<file path="config.mk">
export PLATFORM = sky130hd
export DESIGN_NAME = json_string_unescape_core
export DESIGN_NICKNAME = d
export VERILOG_FILES = /design/src/hw/rtl/jsu_pkg.sv /design/src/hw/rtl/json_string_unescape_core.sv /design/src/hw/rtl/jsu_decode.sv
export SDC_FILE = /design/constraint.sdc
export NUM_CORES = 1
export LEC_CHECK = 0
export ABC_AREA = 1
export ABC_CLOCK_PERIOD_IN_PS = 3000
export BUFFER_PORTS_ARGS = -buffer_cell sky130_fd_sc_hd__buf_4
export CAP_MARGIN = 20
export CORE_ASPECT_RATIO = 1.4
export CORE_MARGIN = 2
export CORE_UTILIZATION = 35
export DETAILED_ROUTE_END_ITERATION = 7
export SYNTH_ARGS = -nofsm -noshare
export SYNTH_HDL_FRONTEND = slang
export SYNTH_HIERARCHICAL = 1
export SYNTH_SLANG_ARGS = --single-unit
</file>
<file path="constraint.sdc">
create_clock -name clk -period 3 [get_ports clk]
set_input_delay 0.45 -clock clk [delete_from_list [all_inputs] [get_ports clk]]
set_output_delay 0.45 -clock clk [all_outputs]
set_load 0.01 [all_outputs]
</file>
<file path="src/hw/rtl/jsu_pkg.sv">
// Package for the JSON string unescaper: mode codes, state and result-burst
// types, character constants and the UTF-8 / hex helper functions.
// No dependencies.
`default_nettype none

package jsu_pkg;

	// Most results one input byte can cause (three bytes of U+FFFD plus the end mark,
	// or four UTF-8 bytes)
	localparam int BURST_MAX = 4;
	localparam int CNT_W     = $clog2(BURST_MAX + 1);

	// Characters the decoder looks at
	localparam logic [7:0] CHAR_QUOTE  = 8'h22;
	localparam logic [7:0] CHAR_BSLASH = 8'h5C;
	localparam logic [7:0] CHAR_U      = 8'h75;
	localparam logic [7:0] CHAR_N      = 8'h6E;
	localparam logic [7:0] CHAR_R      = 8'h72;
	localparam logic [7:0] CHAR_T      = 8'h74;
	localparam logic [7:0] CHAR_F      = 8'h66;
	localparam logic [7:0] CHAR_A      = 8'h61;

	// Control codes the short escapes stand for
	localparam logic [7:0] CODE_LF  = 8'h0A;
	localparam logic [7:0] CODE_CR  = 8'h0D;
	localparam logic [7:0] CODE_TAB = 8'h09;
	localparam logic [7:0] CODE_FF  = 8'h0C;
	localparam logic [7:0] CODE_BEL = 8'h07;

	// UTF-16 surrogate range and the replacement character
	localparam logic [15:0] SURR_FIRST = 16'hD800;
	localparam logic [15:0] SURR_TRAIL = 16'hDC00;
	localparam logic [15:0] SURR_LAST  = 16'hDFFF;
	localparam logic [20:0] CP_REPLACE = 21'h00FFFD;
	localparam logic [20:0] CP_PLANE1  = 21'h010000;

	typedef enum logic [2:0] {
		MODE_PLAIN = 3'd0,
		MODE_ESC   = 3'd1,
		MODE_HEX1  = 3'd2,
		MODE_HEX2  = 3'd3,
		MODE_HEX3  = 3'd4,
		MODE_HEX4  = 3'd5
	} mode_t;

	typedef struct packed {
		mode_t       mode;
		logic [15:0] accum;
		logic [15:0] held;
		logic        held_valid;
	} state_t;

	// One result beat
	typedef struct packed {
		logic       has_byte;
		logic [7:0] data;
		logic       string_end;
		logic       bad_escape;
	} entry_t;

	// Results of one input byte, entry 0 goes out first
	typedef struct packed {
		entry_t [BURST_MAX-1:0] ent;
		logic   [CNT_W-1:0]     cnt;
	} burst_t;

	function automatic entry_t mk_byte(input logic [7:0] b);
		entry_t e;
		e            = '0;
		e.has_byte   = 1'b1;
		e.data       = b;
		return e;
	endfunction

	// Encode a code point as one to four UTF-8 bytes
	function automatic burst_t utf8_encode(input logic [20:0] cp);
		burst_t r;
		r = '0;
		if (cp < 21'h80) begin
			r.ent[0] = mk_byte(cp[7:0]);
			r.cnt    = CNT_W'(1);
		end else if (cp < 21'h800) begin
			r.ent[0] = mk_byte({3'b110, cp[10:6]});
			r.ent[1] = mk_byte({2'b10, cp[5:0]});
			r.cnt    = CNT_W'(2);
		end else if (cp < 21'h10000) begin
			r.ent[0] = mk_byte({4'b1110, cp[15:12]});
			r.ent[1] = mk_byte({2'b10, cp[11:6]});
			r.ent[2] = mk_byte({2'b10, cp[5:0]});
			r.cnt    = CNT_W'(3);
		end else begin
			r.ent[0] = mk_byte({5'b11110, cp[20:18]});
			r.ent[1] = mk_byte({2'b10, cp[17:12]});
			r.ent[2] = mk_byte({2'b10, cp[11:6]});
			r.ent[3] = mk_byte({2'b10, cp[5:0]});
			r.cnt    = CNT_W'(4);
		end
		return r;
	endfunction

	// Hex digit value, bit 4 set when the character is a hex digit
	function automatic logic [4:0] hex_digit(input logic [7:0] c);
		logic [4:0] r;
		r = '0;
		if (c >= 8'h30 && c <= 8'h39) begin
			r = {1'b1, 4'(c - 8'h30)};
		end else if (c >= 8'h61 && c <= 8'h66) begin
			r = {1'b1, 4'(c - 8'h57)};
		end else if (c >= 8'h41 && c <= 8'h46) begin
			r = {1'b1, 4'(c - 8'h37)};
		end
		return r;
	endfunction

endpackage

`default_nettype wire

</file>
<file path="src/hw/rtl/json_string_unescape_core.sv">
// JSON string unescaper, top level: input register, decode, result burst register.
// Depends on jsu_pkg and jsu_decode.
//
// Feed the bytes of a JSON string body after its opening quote; each out beat carries
// one decoded byte, or the end-of-string or bad-escape mark, with run_last on the final
// beat of each input byte. Bytes that cause at most one result stream at one byte per
// cycle while out_stall is low. A byte that causes several results (UTF-8 of an escaped
// code point, up to four beats) holds the result register until its last beat is taken,
// during which one more input byte is absorbed by the input register before in_stall
// rises. The closing quote and a bad hex digit both return the decode state to reset.
`default_nettype none

module json_string_unescape_core (
	input  wire logic       clk,
	input  wire logic       arst_n,
	input  wire logic       in_valid,
	output var  logic       in_stall,
	input  wire logic [7:0] in_byte,
	output var  logic       out_valid,
	input  wire logic       out_stall,
	output var  logic       has_byte,
	output var  logic [7:0] out_byte,
	output var  logic       run_last,
	output var  logic       string_end,
	output var  logic       bad_escape
);

	logic             valid_s1;
	logic [7:0]       byte_s1;
	jsu_pkg::burst_t  burst_s2;
	jsu_pkg::burst_t  burst_next;
	jsu_pkg::burst_t  burst_shift;
	jsu_pkg::state_t  state_q;
	jsu_pkg::state_t  state_next;
	logic             out_take;
	logic             burst_free;
	logic             s1_move;
	logic             in_take;

	jsu_decode u_decode (
		.cur (state_q),
		.c   (byte_s1),
		.nxt (state_next),
		.res (burst_next)
	);

	// Handshake between the stages
	assign out_valid  = (burst_s2.cnt != '0);
	assign out_take   = out_valid && !out_stall;
	assign burst_free = (burst_s2.cnt == '0) ||
	                    ((burst_s2.cnt == jsu_pkg::CNT_W'(1)) && out_take);
	assign s1_move    = valid_s1 && burst_free;
	assign in_stall   = valid_s1 && !burst_free;
	assign in_take    = in_valid && !in_stall;

	// Present the head of the burst
	assign has_byte   = burst_s2.ent[0].has_byte;
	assign out_byte   = burst_s2.ent[0].data;
	assign string_end = burst_s2.ent[0].string_end;
	assign bad_escape = burst_s2.ent[0].bad_escape;
	assign run_last   = (burst_s2.cnt == jsu_pkg::CNT_W'(1));

	// Advance the burst by one beat
	always_comb begin
		burst_shift     = burst_s2;
		burst_shift.cnt = burst_s2.cnt - jsu_pkg::CNT_W'(1);
		for (int i = 0; i < jsu_pkg::BURST_MAX; i++) begin
			if (i < jsu_pkg::BURST_MAX - 1) begin
				burst_shift.ent[i] = burst_s2.ent[i+1];
			end else begin
				burst_shift.ent[i] = '0;
			end
		end
	end

	// Hold the accepted byte
	always_ff @(posedge clk or negedge arst_n) begin
		if (!arst_n) begin
			valid_s1 <= 1'b0;
		end else if (in_take) begin
			valid_s1 <= 1'b1;
		end else if (s1_move) begin
			valid_s1 <= 1'b0;
		end
	end

	always_ff @(posedge clk) begin
		if (in_take) begin
			byte_s1 <= in_byte;
		end
	end

	// Load a new burst or drop the beat just taken
	always_ff @(posedge clk or negedge arst_n) begin
		if (!arst_n) begin
			burst_s2 <= '0;
		end else if (s1_move) begin
			burst_s2 <= burst_next;
		end else if (out_take) begin
			burst_s2 <= burst_shift;
		end
	end

	// Update escape and surrogate state as each byte is decoded
	always_ff @(posedge clk or negedge arst_n) begin
		if (!arst_n) begin
			state_q <= '0;
		end else if (s1_move) begin
			state_q <= state_next;
		end
	end

endmodule

`default_nettype wire

</file>
<file path="src/hw/rtl/jsu_decode.sv">
// Combinational decode of one string byte against the current escape state:
// gives the next state and the burst of results the byte causes.
// Depends on jsu_pkg.
`default_nettype none

module jsu_decode (
	input  var jsu_pkg::state_t cur,
	input  wire logic [7:0]     c,
	output var jsu_pkg::state_t nxt,
	output var jsu_pkg::burst_t res
);

	logic [4:0]  hex;
	logic [15:0] acc;
	logic        is_hex_mode;
	logic        new_first;
	logic        held_first;
	logic [15:0] hi_half;
	logic [15:0] lo_half;

	assign hex         = jsu_pkg::hex_digit(c);
	assign acc         = {cur.accum[11:0], hex[3:0]};
	assign is_hex_mode = (cur.mode == jsu_pkg::MODE_HEX1) || (cur.mode == jsu_pkg::MODE_HEX2) ||
	                     (cur.mode == jsu_pkg::MODE_HEX3) || (cur.mode == jsu_pkg::MODE_HEX4);
	assign new_first   = acc < jsu_pkg::SURR_TRAIL;
	assign held_first  = cur.held < jsu_pkg::SURR_TRAIL;
	assign hi_half     = new_first ? acc : cur.held;
	assign lo_half     = new_first ? cur.held : acc;

	// Decode the byte
	always_comb begin
		nxt = cur;
		res = '0;
		if (cur.mode == jsu_pkg::MODE_ESC) begin
			nxt.mode = jsu_pkg::MODE_PLAIN;
			res.cnt  = jsu_pkg::CNT_W'(1);
			case (c)
				jsu_pkg::CHAR_N: res.ent[0] = jsu_pkg::mk_byte(jsu_pkg::CODE_LF);
				jsu_pkg::CHAR_R: res.ent[0] = jsu_pkg::mk_byte(jsu_pkg::CODE_CR);
				jsu_pkg::CHAR_T: res.ent[0] = jsu_pkg::mk_byte(jsu_pkg::CODE_TAB);
				jsu_pkg::CHAR_F: res.ent[0] = jsu_pkg::mk_byte(jsu_pkg::CODE_FF);
				jsu_pkg::CHAR_A: res.ent[0] = jsu_pkg::mk_byte(jsu_pkg::CODE_BEL);
				jsu_pkg::CHAR_U: begin
					nxt.mode  = jsu_pkg::MODE_HEX1;
					nxt.accum = '0;
					res.cnt   = '0;
				end
				default: res.ent[0] = jsu_pkg::mk_byte(c);
			endcase
		end else if (c == jsu_pkg::CHAR_QUOTE) begin
			// Close the string: flush an unpaired surrogate, mark the end, reset
			nxt = '0;
			if (cur.held_valid) begin
				res                   = jsu_pkg::utf8_encode(jsu_pkg::CP_REPLACE);
				res.ent[3]            = '0;
				res.ent[3].string_end = 1'b1;
				res.cnt               = jsu_pkg::CNT_W'(4);
			end else begin
				res.ent[0].string_end = 1'b1;
				res.cnt               = jsu_pkg::CNT_W'(1);
			end
		end else if (is_hex_mode) begin
			if (!hex[4]) begin
				// Abandon the string on a bad digit
				nxt                   = '0;
				res.ent[0].bad_escape = 1'b1;
				res.cnt               = jsu_pkg::CNT_W'(1);
			end else begin
				case (cur.mode)
					jsu_pkg::MODE_HEX1: begin
						nxt.mode  = jsu_pkg::MODE_HEX2;
						nxt.accum = acc;
					end
					jsu_pkg::MODE_HEX2: begin
						nxt.mode  = jsu_pkg::MODE_HEX3;
						nxt.accum = acc;
					end
					jsu_pkg::MODE_HEX3: begin
						nxt.mode  = jsu_pkg::MODE_HEX4;
						nxt.accum = acc;
					end
					default: begin
						// Last digit: emit, hold or pair the code point
						nxt.mode  = jsu_pkg::MODE_PLAIN;
						nxt.accum = '0;
						if (acc < jsu_pkg::SURR_FIRST || acc > jsu_pkg::SURR_LAST) begin
							res = jsu_pkg::utf8_encode({5'b0, acc});
						end else if (!cur.held_valid) begin
							nxt.held       = acc;
							nxt.held_valid = 1'b1;
						end else if (new_first == held_first) begin
							res      = jsu_pkg::utf8_encode(jsu_pkg::CP_REPLACE);
							nxt.held = acc;
						end else begin
							nxt.held       = '0;
							nxt.held_valid = 1'b0;
							res = jsu_pkg::utf8_encode(jsu_pkg::CP_PLANE1 +
								{1'b0, hi_half[9:0], lo_half[9:0]});
						end
					end
				endcase
			end
		end else begin
			nxt.mode = jsu_pkg::MODE_PLAIN;
			if (c == jsu_pkg::CHAR_BSLASH) begin
				nxt.mode = jsu_pkg::MODE_ESC;
			end else begin
				res.ent[0] = jsu_pkg::mk_byte(c);
				res.cnt    = jsu_pkg::CNT_W'(1);
			end
		end
	end

endmodule

`default_nettype wire
</file>
# Word-level counts from Yosys, hierarchy flattened
# Index checks and enable logic that the tools add are counted.
# word_totals
inputBits	12
reg_bits	88
wordCells	170
out_inout_bits	14
# classes
n_reduce_logical	25
n_eq_ne	18
n_addsub	5
n_lt_le_gt_ge	15
muxes	83
n_bitwise	1
# op_table
cell	count
2-to-1 mux 36 bit	20
2-to-1 mux 25 bit	18
2-to-1 mux 47 bit	7
2-to-1 mux 33 bit	6
2-to-1 mux 14 bit	5
case mux 11 bit (6 select lines)	1
case mux 19 bit (3 select lines)	1
== test 8 x 7 -> 1 bit (second input constant)	7
2-to-1 mux 17 bit	3
less-than comparator 16 bit (second input constant)	3
2-to-1 mux 22 bit	2
2-to-1 mux 43 bit	1
2-to-1 mux 11 bit	2
adder 17 x 20 -> 21 bit (first input constant)	1
less-than comparator 21 x 12 -> 1 bit (second input constant)	1
less-than comparator 21 x 17 -> 1 bit (second input constant)	1
less-than comparator 21 x 8 -> 1 bit (second input constant)	1
2-to-1 mux 10 bit	2
2-to-1 mux 19 bit	1
2-to-1 mux 18 bit	1
greater-or-equal comparator 8 x 7 -> 1 bit (second input constant)	2
> comparator 16 bit (second input constant)	1
less-or-equal comparator 8 x 7 -> 1 bit (second input constant)	2
less-than comparator 16 x 12 -> 1 bit (second input constant)	1
other kinds (28)	57

# Logic depth before layout (Yosys ltp)
# Gate-level depths: netlist of run 1.
# depth
depth_word	40
ltp_mapped	26
ltp_nobuf	25

# Modules after synthesis
# Netlist of run 1, hierarchy kept.
# modules_own_cells
mod	instances	seq_area_each_um2	area_per_inst_um2	cells_each
json_string_unescape_core	1	2342.2	4416.7	549
jsu_decode	1	0.0	3183.1	629

# Worst setup path after synthesis of run 1
# OpenSTA, ideal clock, no wires.
# synth_path
path_kind	flip-flop to flip-flop
start	register state_q[28] (netlist name)
end	register burst_s2 (netlist bit out_byte[3])
path_stages_with_launch	27
path_slack_ps	347
period_less_slack_ps	2653
required_ps	2884
arrival_time_ps	2536
setup_ps	116
path_cell_list	dfrtp_1 -> nand2_1 -> inv_2 -> nand2_2 -> nand2_4 -> buf_8 -> nand2_2 -> nand2_2 -> ha_1 -> nand3b_1 -> nand2_1 -> inv_2 -> nor2_2 -> nand2_4 -> nor2_8 -> buf_6 -> nand3_1 -> nand2_1 -> nand2_1 -> nand2_1 -> nand2_1 -> nand2_1 -> nand2_1 -> inv_1 -> nand3_1 -> nand2_1 -> nand2_1
# synth_rtl
item	line_no	rtl
start, declared	json_string_unescape_core.sv:33	jsu_pkg::state_t state_q;
start signal, assigned	json_string_unescape_core.sv:109	state_q <= state_next;
end signal, assigned	json_string_unescape_core.sv:98	burst_s2 <= burst_next;
end signal, assigned	json_string_unescape_core.sv:100	burst_s2 <= burst_shift;
end, declared	json_string_unescape_core.sv:30	jsu_pkg::burst_t burst_s2;

==> metrics.txt, run 1 <==
WL met1 just over 10 mm; htree depth 3; fill count 2234; pin count of the biggest net entering global routing 80; Initial Util a little over a third; pre-CTS WS -67.1 ps; Antenna Cells 0; Setup crit end kind flop; Final WS setup 101 ps; LEAKAGE ~4.1 nW; Routed WL per cell 17.0 µm; Max Root-Sink Buffers 2; first-pass GRT wire length 39.7 mm; initial antenna violation count 0; fin crit share roughly 97%; FF-to-FF setup slack ~100 ps; DR pass1 iterations 7; most frequent cells in the layout 368 x nand2_1, 170 x nand3_1, 115 x inv_1; fmax roughly 0.34 GHz; share of cells above drive strength 1 approximately 17%; average size of a mapped cell between 6 and 7 µm²; worst hold path type in2async; commonest non-fill, non-tap cell in the layout nand2_1; Die W roughly 130 µm; Num Clock Sinks between 80 and 90; routed vias 7807; Final Setup Violations 0; met3 routed WL 1.09 mm; post-DP HPWL 17.3 mm; Synth Cell Area around 7400 µm²; placed cell area about 7800 µm²; vias in the first global route about 7400; Layout Nets ~1200; routed wl met2 12.4 mm; Tmin final around 2900 ps; PwrDens a little over 600 nW/µm²; fin util approximately two fifths; unrepaired setup endpoints after global routing yes; CP max FO 6; Routed WL 24.6 mm; max_cap viols 0; DR iter-0 viols 602; chip height around 180 µm; Rows 62; Critical Path AT 3140 ps; total gr overflow 0; TritonCTS clock tree built; synth warn 6; Clock transition at path regs 70 ps; vias per cell 5.40; Worst Clk Skew around 6.3 ps; CP required ~3300 ps; setup TNS 0 ps; top sig layer met4; port bufs 25; Cells after Synth 1150; Worst setup SP type flop; maximum vdd drop 710 µV; Final ANT Viol Nets 0; Core ar. around 21000 µm²; Root Driver clkbuf_16; Placer Congestion 1.00; Slew headroom about 42%; CTS Buf Count 9; DR DRC count 0; IO Pins 26; Slew @ Worst Pin roughly 860 ps; final hold viol count 0; worst setup path class reg2reg; Final Total Pwr around 0.0052 W; clock latency on the worst-skew pair 360 ps; status finished clean; die area ~22000 µm²; fin. max-slew vios 0; gr usage total 22.2%; area grow syn2layout 14.4%; Hold Buf Count CTS 0; Finished Cell Area roughly 8400 µm²
worst paths after layout:
check / from / cells past startpoint / endpoint
setup / recovery: state_q[26]$_DFFE_PN0P_ / 22 / burst_s2[21]$_DFFE_PN0P_
hold / removal: arst_n / 1 / state_q[12]$_DFFE_PN0P_
setup reg to reg: state_q[26]$_DFFE_PN0P_ / 22 / burst_s2[21]$_DFFE_PN0P_
hold reg to reg: state_q[5]$_DFFE_PN0P_ / 2 / state_q[5]$_DFFE_PN0P_
max in group asynchronous: arst_n / 2 / burst_s2[30]$_DFFE_PN0P_
min in group clk: in_byte[4] / 1 / byte_s1[4]$_DFFE_PP_
power breakdown:
group / total [W] / internal [W] / switching, W
Sequential: 0.00169 / 0.00151 / 0.000186
Combinational: 0.00233 / 0.000736 / 0.00159
Clock: 0.00114 / 0.000642 / 0.000501
repair_timing:
| action | 4_1_cts | 5_1_grt |
|---|---|---|
| resized for setup | 4 | 44 |
| endpoints found under the setup margin | 5 | 21 |
| buffers inserted | 4 | 21 |
| pin swaps | 3 | 21 |
layout make-up:
class	count	area (µm²)	area share, %
clock buffer	10	229	2.71
clock inverter	6	58.8	0.697
inverter	134	508	6.02
multi-input combinational	849	4270	50.5
sequential	88	2240	26.6
tap	256	320	3.79
timing repair buffer	102	816	9.66
through the flow:
step,cells,hold WS [ps]
6_report,1445,136
5_1_grt,1445,184
4_1_cts,1424,159
3_5_place_dp,1404,481
3_3_place_gp,1404,472
2_1_floorplan,1157,154
flip-flops by register name, indices dropped and copies added (netlist names):
signal	count
burst_s2	36
has_byte	1
out_byte	8
state_q	32
string_end	1
bad_escape	1
valid_s1	1
byte_s1	8
routing by layer:
| metal | GRT usage, % | vias up |
|---|---|---|
| met4 | 10.3 | 0 |
| met2 | 39.1 | 249 |
| met5 | 0 | - |
| met1 | 27.3 | 3671 |
| li1 | - | 3811 |
| met3 | 2.35 | 76 |
worst max-delay path, cell delays in order, from the launching register on:
cell,delay (ps)
dfrtp_2,450
nor2_4,160
nand3_4,150
nand3_2,110
nand2_4,70
ha_4,170
nand3b_1,160
nand2_2,90
inv_2,40
nor2_2,120
nand2_4,100
nor2_4,200
nand2_4,120
inv_4,70
nand2_1,60
o211ai_1,200
nand2_1,90
nand2_1,80
nand2_1,50
inv_1,70
nand3_1,70
nand2_1,100
nand2_1,50
Power figures use the tool's default switching activity.
==> run 2, diff against run 1 <==
BUFFER_PORTS_ARGS = default   (was -buffer_cell sky130_fd_sc_hd__buf_4)
DONT_BUFFER_PORTS = 1   (was default)
==> run 2 against run 1 <==
Net effect:
- first-iteration DRC count rose by 34%
- clock skew grew 4.2 ps
- setup slack improved by 65 ps
- sequential cell count did not move
- hold slack better by 48 ps
- clock-buffer cell count unchanged
==> metrics.txt, run 2 (synthesized netlist as in run 1, its figures left out) <==
Hold Slack 185 ps (+48.2 ps); Max Root-Sink Buffers 2 (unchanged); PwrDens 604 nW/µm² (-1.3%); Slew @ Worst Pin 888 ps (+24.6 ps); Setup crit end kind flop; max_cap viols 0 (unchanged); first-pass GRT wire length 38.9 mm (-2.1%); DR iter-0 viols 809 (+34%); Final ANT Viol Nets 0 (unchanged); Slew headroom 40.8% (-1.6 points); CP max-delay cell dfrtp_1; IO Pins 26 (unchanged); unrepaired setup endpoints after global routing yes; status finished clean; initial antenna violation count 0 (unchanged); multi-input combinational cell area 4270 µm² (about the same); Critical Path AT 3070 ps (-70 ps); Worst setup SP type flop; CP required 3240 ps (about the same); fmax 0.353 GHz (+2.3%); Antenna Cells 0 (unchanged); die area 22300 µm² (unchanged); DR DRC count 0 (unchanged); CP max FO 7 (+1); LEAKAGE 4.03 nW (-2.6%); port bufs 0 (-100%); Die W 127 µm (unchanged); area grow syn2layout 11.7%; CTS Buf Count 9 (unchanged); worst hold path type in2reg; Routed WL 24.2 mm (-1.8%); cells along the critical path inv_2 -> nor2_4 -> nand3_4 -> nand2_8 -> nand2_2 -> nand2_4 -> ha_4 -> inv_2 -> nand2_1 -> nor2_4 -> nand2_4 -> nor2_4 -> nand3_1 -> nand3_1 -> nand2_1 -> nand2_1 -> nand2_1 -> nand2_1 -> nand2_1 -> inv_1 -> nand3_1 -> nand2_1 -> nand2_1; routed vias 7680 (-1.6%); worst setup path class reg2reg; Initial Util 35.8% (unchanged); Sequential Area 2240 µm² (unchanged); commonest non-fill, non-tap cell in the layout nand2_1; fill count 2258 (+1.1%); fin crit share 94.5% (-2.2 points); FF-to-FF setup slack 170 ps (+70 ps); Final Setup Violations 0 (unchanged); gr usage total 21.7% (-0.54 points); most frequent cells in the layout 366 x nand2_1, 173 x nand3_1, 119 x inv_1; vias per cell 5.41 (+0.18%); max FFs per register 36 (unchanged); Tmin final 2830 ps (-65.5 ps); post-DP HPWL 17.1 mm (-1.3%); fin. max-slew vios 0 (unchanged); Most flops, register burst_s2; Rows 62 (unchanged); Routed WL per cell 17.0 µm (about the same); htree depth 3 (unchanged); final hold viol count 0 (unchanged); Clock transition at path regs 70 ps (about the same); Worst Clk Skew 10.4 ps (+4.16 ps); Core ar. 20600 µm² (unchanged); maximum vdd drop 391 µV (-45%); crit-path most repeated cell nand2_1; Root Driver clkbuf_16; TritonCTS clock tree built; Placer Congestion 1.02 (+1.7%); vias in the first global route 7216 (-3.0%); CP Buf/Inv Count 3 (unchanged); biggest registers after layout burst_s2: 36 flops, state_q: 32 flops; setup TNS 0 ps (unchanged); share of cells above drive strength 1 14.1% (-2.6 points); clock latency on the worst-skew pair 360 ps (about the same); worst stage delay on the critical path 370 ps (-80 ps); DR pass1 iterations 6 (-1); chip height 176 µm (unchanged); Top delay family on crit path simple AND/OR/NAND/NOR gates; pin count of the biggest net entering global routing 81 (+1.3%); total gr overflow 0 (unchanged); Layout Nets 1178 (-2.2%); Num Clock Sinks 88 (unchanged)
[run 2: changes by cell type in the layout (fill, tap and decap cells not counted), sizes merged]
cell	change
nand2	+1
dlygate4sd3	+1
nor2	+1
buf	-28
inv	+2
clkbuf	-1
clkinvlp	-1
bufinv	-1
[run 2: layout make-up]
cell class,instances,share of cell area [%]
Multi-Input combinational cell,851,51.8
Sequential cell,88,27.2
Timing Repair Buffer,74,7.36
Inverter,134,6.22
Tap cell,256,3.88
Clock buffer,10,2.90
Clock inverter,6,0.622
[run 2: path summary, 6_finish.rpt]
path / from / to / cells past startpoint
worst max register to register: state_q[25]$_DFFE_PN0P_ / out_byte[0]$_DFFE_PN0P_ / 23
max in group asynchronous: arst_n / state_q[26]$_DFFE_PN0P_ / 2
worst min-delay path: in_byte[6] / byte_s1[6]$_DFFE_PP_ / 0
worst min register to register: state_q[5]$_DFFE_PN0P_ / state_q[5]$_DFFE_PN0P_ / 2
worst max-delay path: state_q[25]$_DFFE_PN0P_ / out_byte[0]$_DFFE_PN0P_ / 23
min in group asynchronous: arst_n / burst_s2[14]$_DFFE_PN0P_ / 2
[run 2: metal layers]
layer / vias to the layer above / GRT usage (%) / part of all wire, %
met2: 247 / 37.9 / 50
met1: 3598 / 26.6 / 41
met5: - / 0 / 0
met3: 68 / 2.16 / 4.5
met4: 0 / 10.7 / 4.5
li1: 3767 / - / -
[run 2: metrics by stage]
step / utilization [%] / worst slack, ps / std cells / area, µm² / power, W
floorplan: - / 360 / 1157 / 7410 / 0.00351
global placement: 37.1 / -61.1 / 1384 / 7650 / 0.00381
detailed placement: 37.1 / -95.9 / 1384 / 7650 / 0.00384
CTS: 38.8 / 4.37 / 1403 / 8000 / 0.00500
global route: 40.0 / -23.6 / 1419 / 8250 / 0.00539
finish: 40.0 / 166 / 1419 / 8250 / 0.00498
[run 2: where the power goes]
part / internal [W] / total [W] / switching, W
clock network: 0.000598 / 0.00112 / 0.000525
registers: 0.00151 / 0.00173 / 0.000220
logic: 0.000613 / 0.00213 / 0.00151
[run 2: worst register-to-register path, stage by stage, from the launching register on]
cell and delay, ps:
dfrtp_1 370, inv_2 70, nor2_4 130, nand3_4 170, nand2_8 150, nand2_2 80
nand2_4 90, ha_4 210, inv_2 50, nand2_1 80, nor2_4 140, nand2_4 90
nor2_4 170, nand3_1 180, nand3_1 130, nand2_1 60, nand2_1 80, nand2_1 60
nand2_1 50, nand2_1 70, inv_1 60, nand3_1 80, nand2_1 110, nand2_1 50
[run 2: repair_timing]
item,4_1_cts,5_1_grt
hold buffers,1,1
gates cloned,0,2
hold endpoints to repair,80,2
pin swaps,2,20
buffers inserted,2,13
setup endpoints to repair,5,29
gates resized for setup,5,31
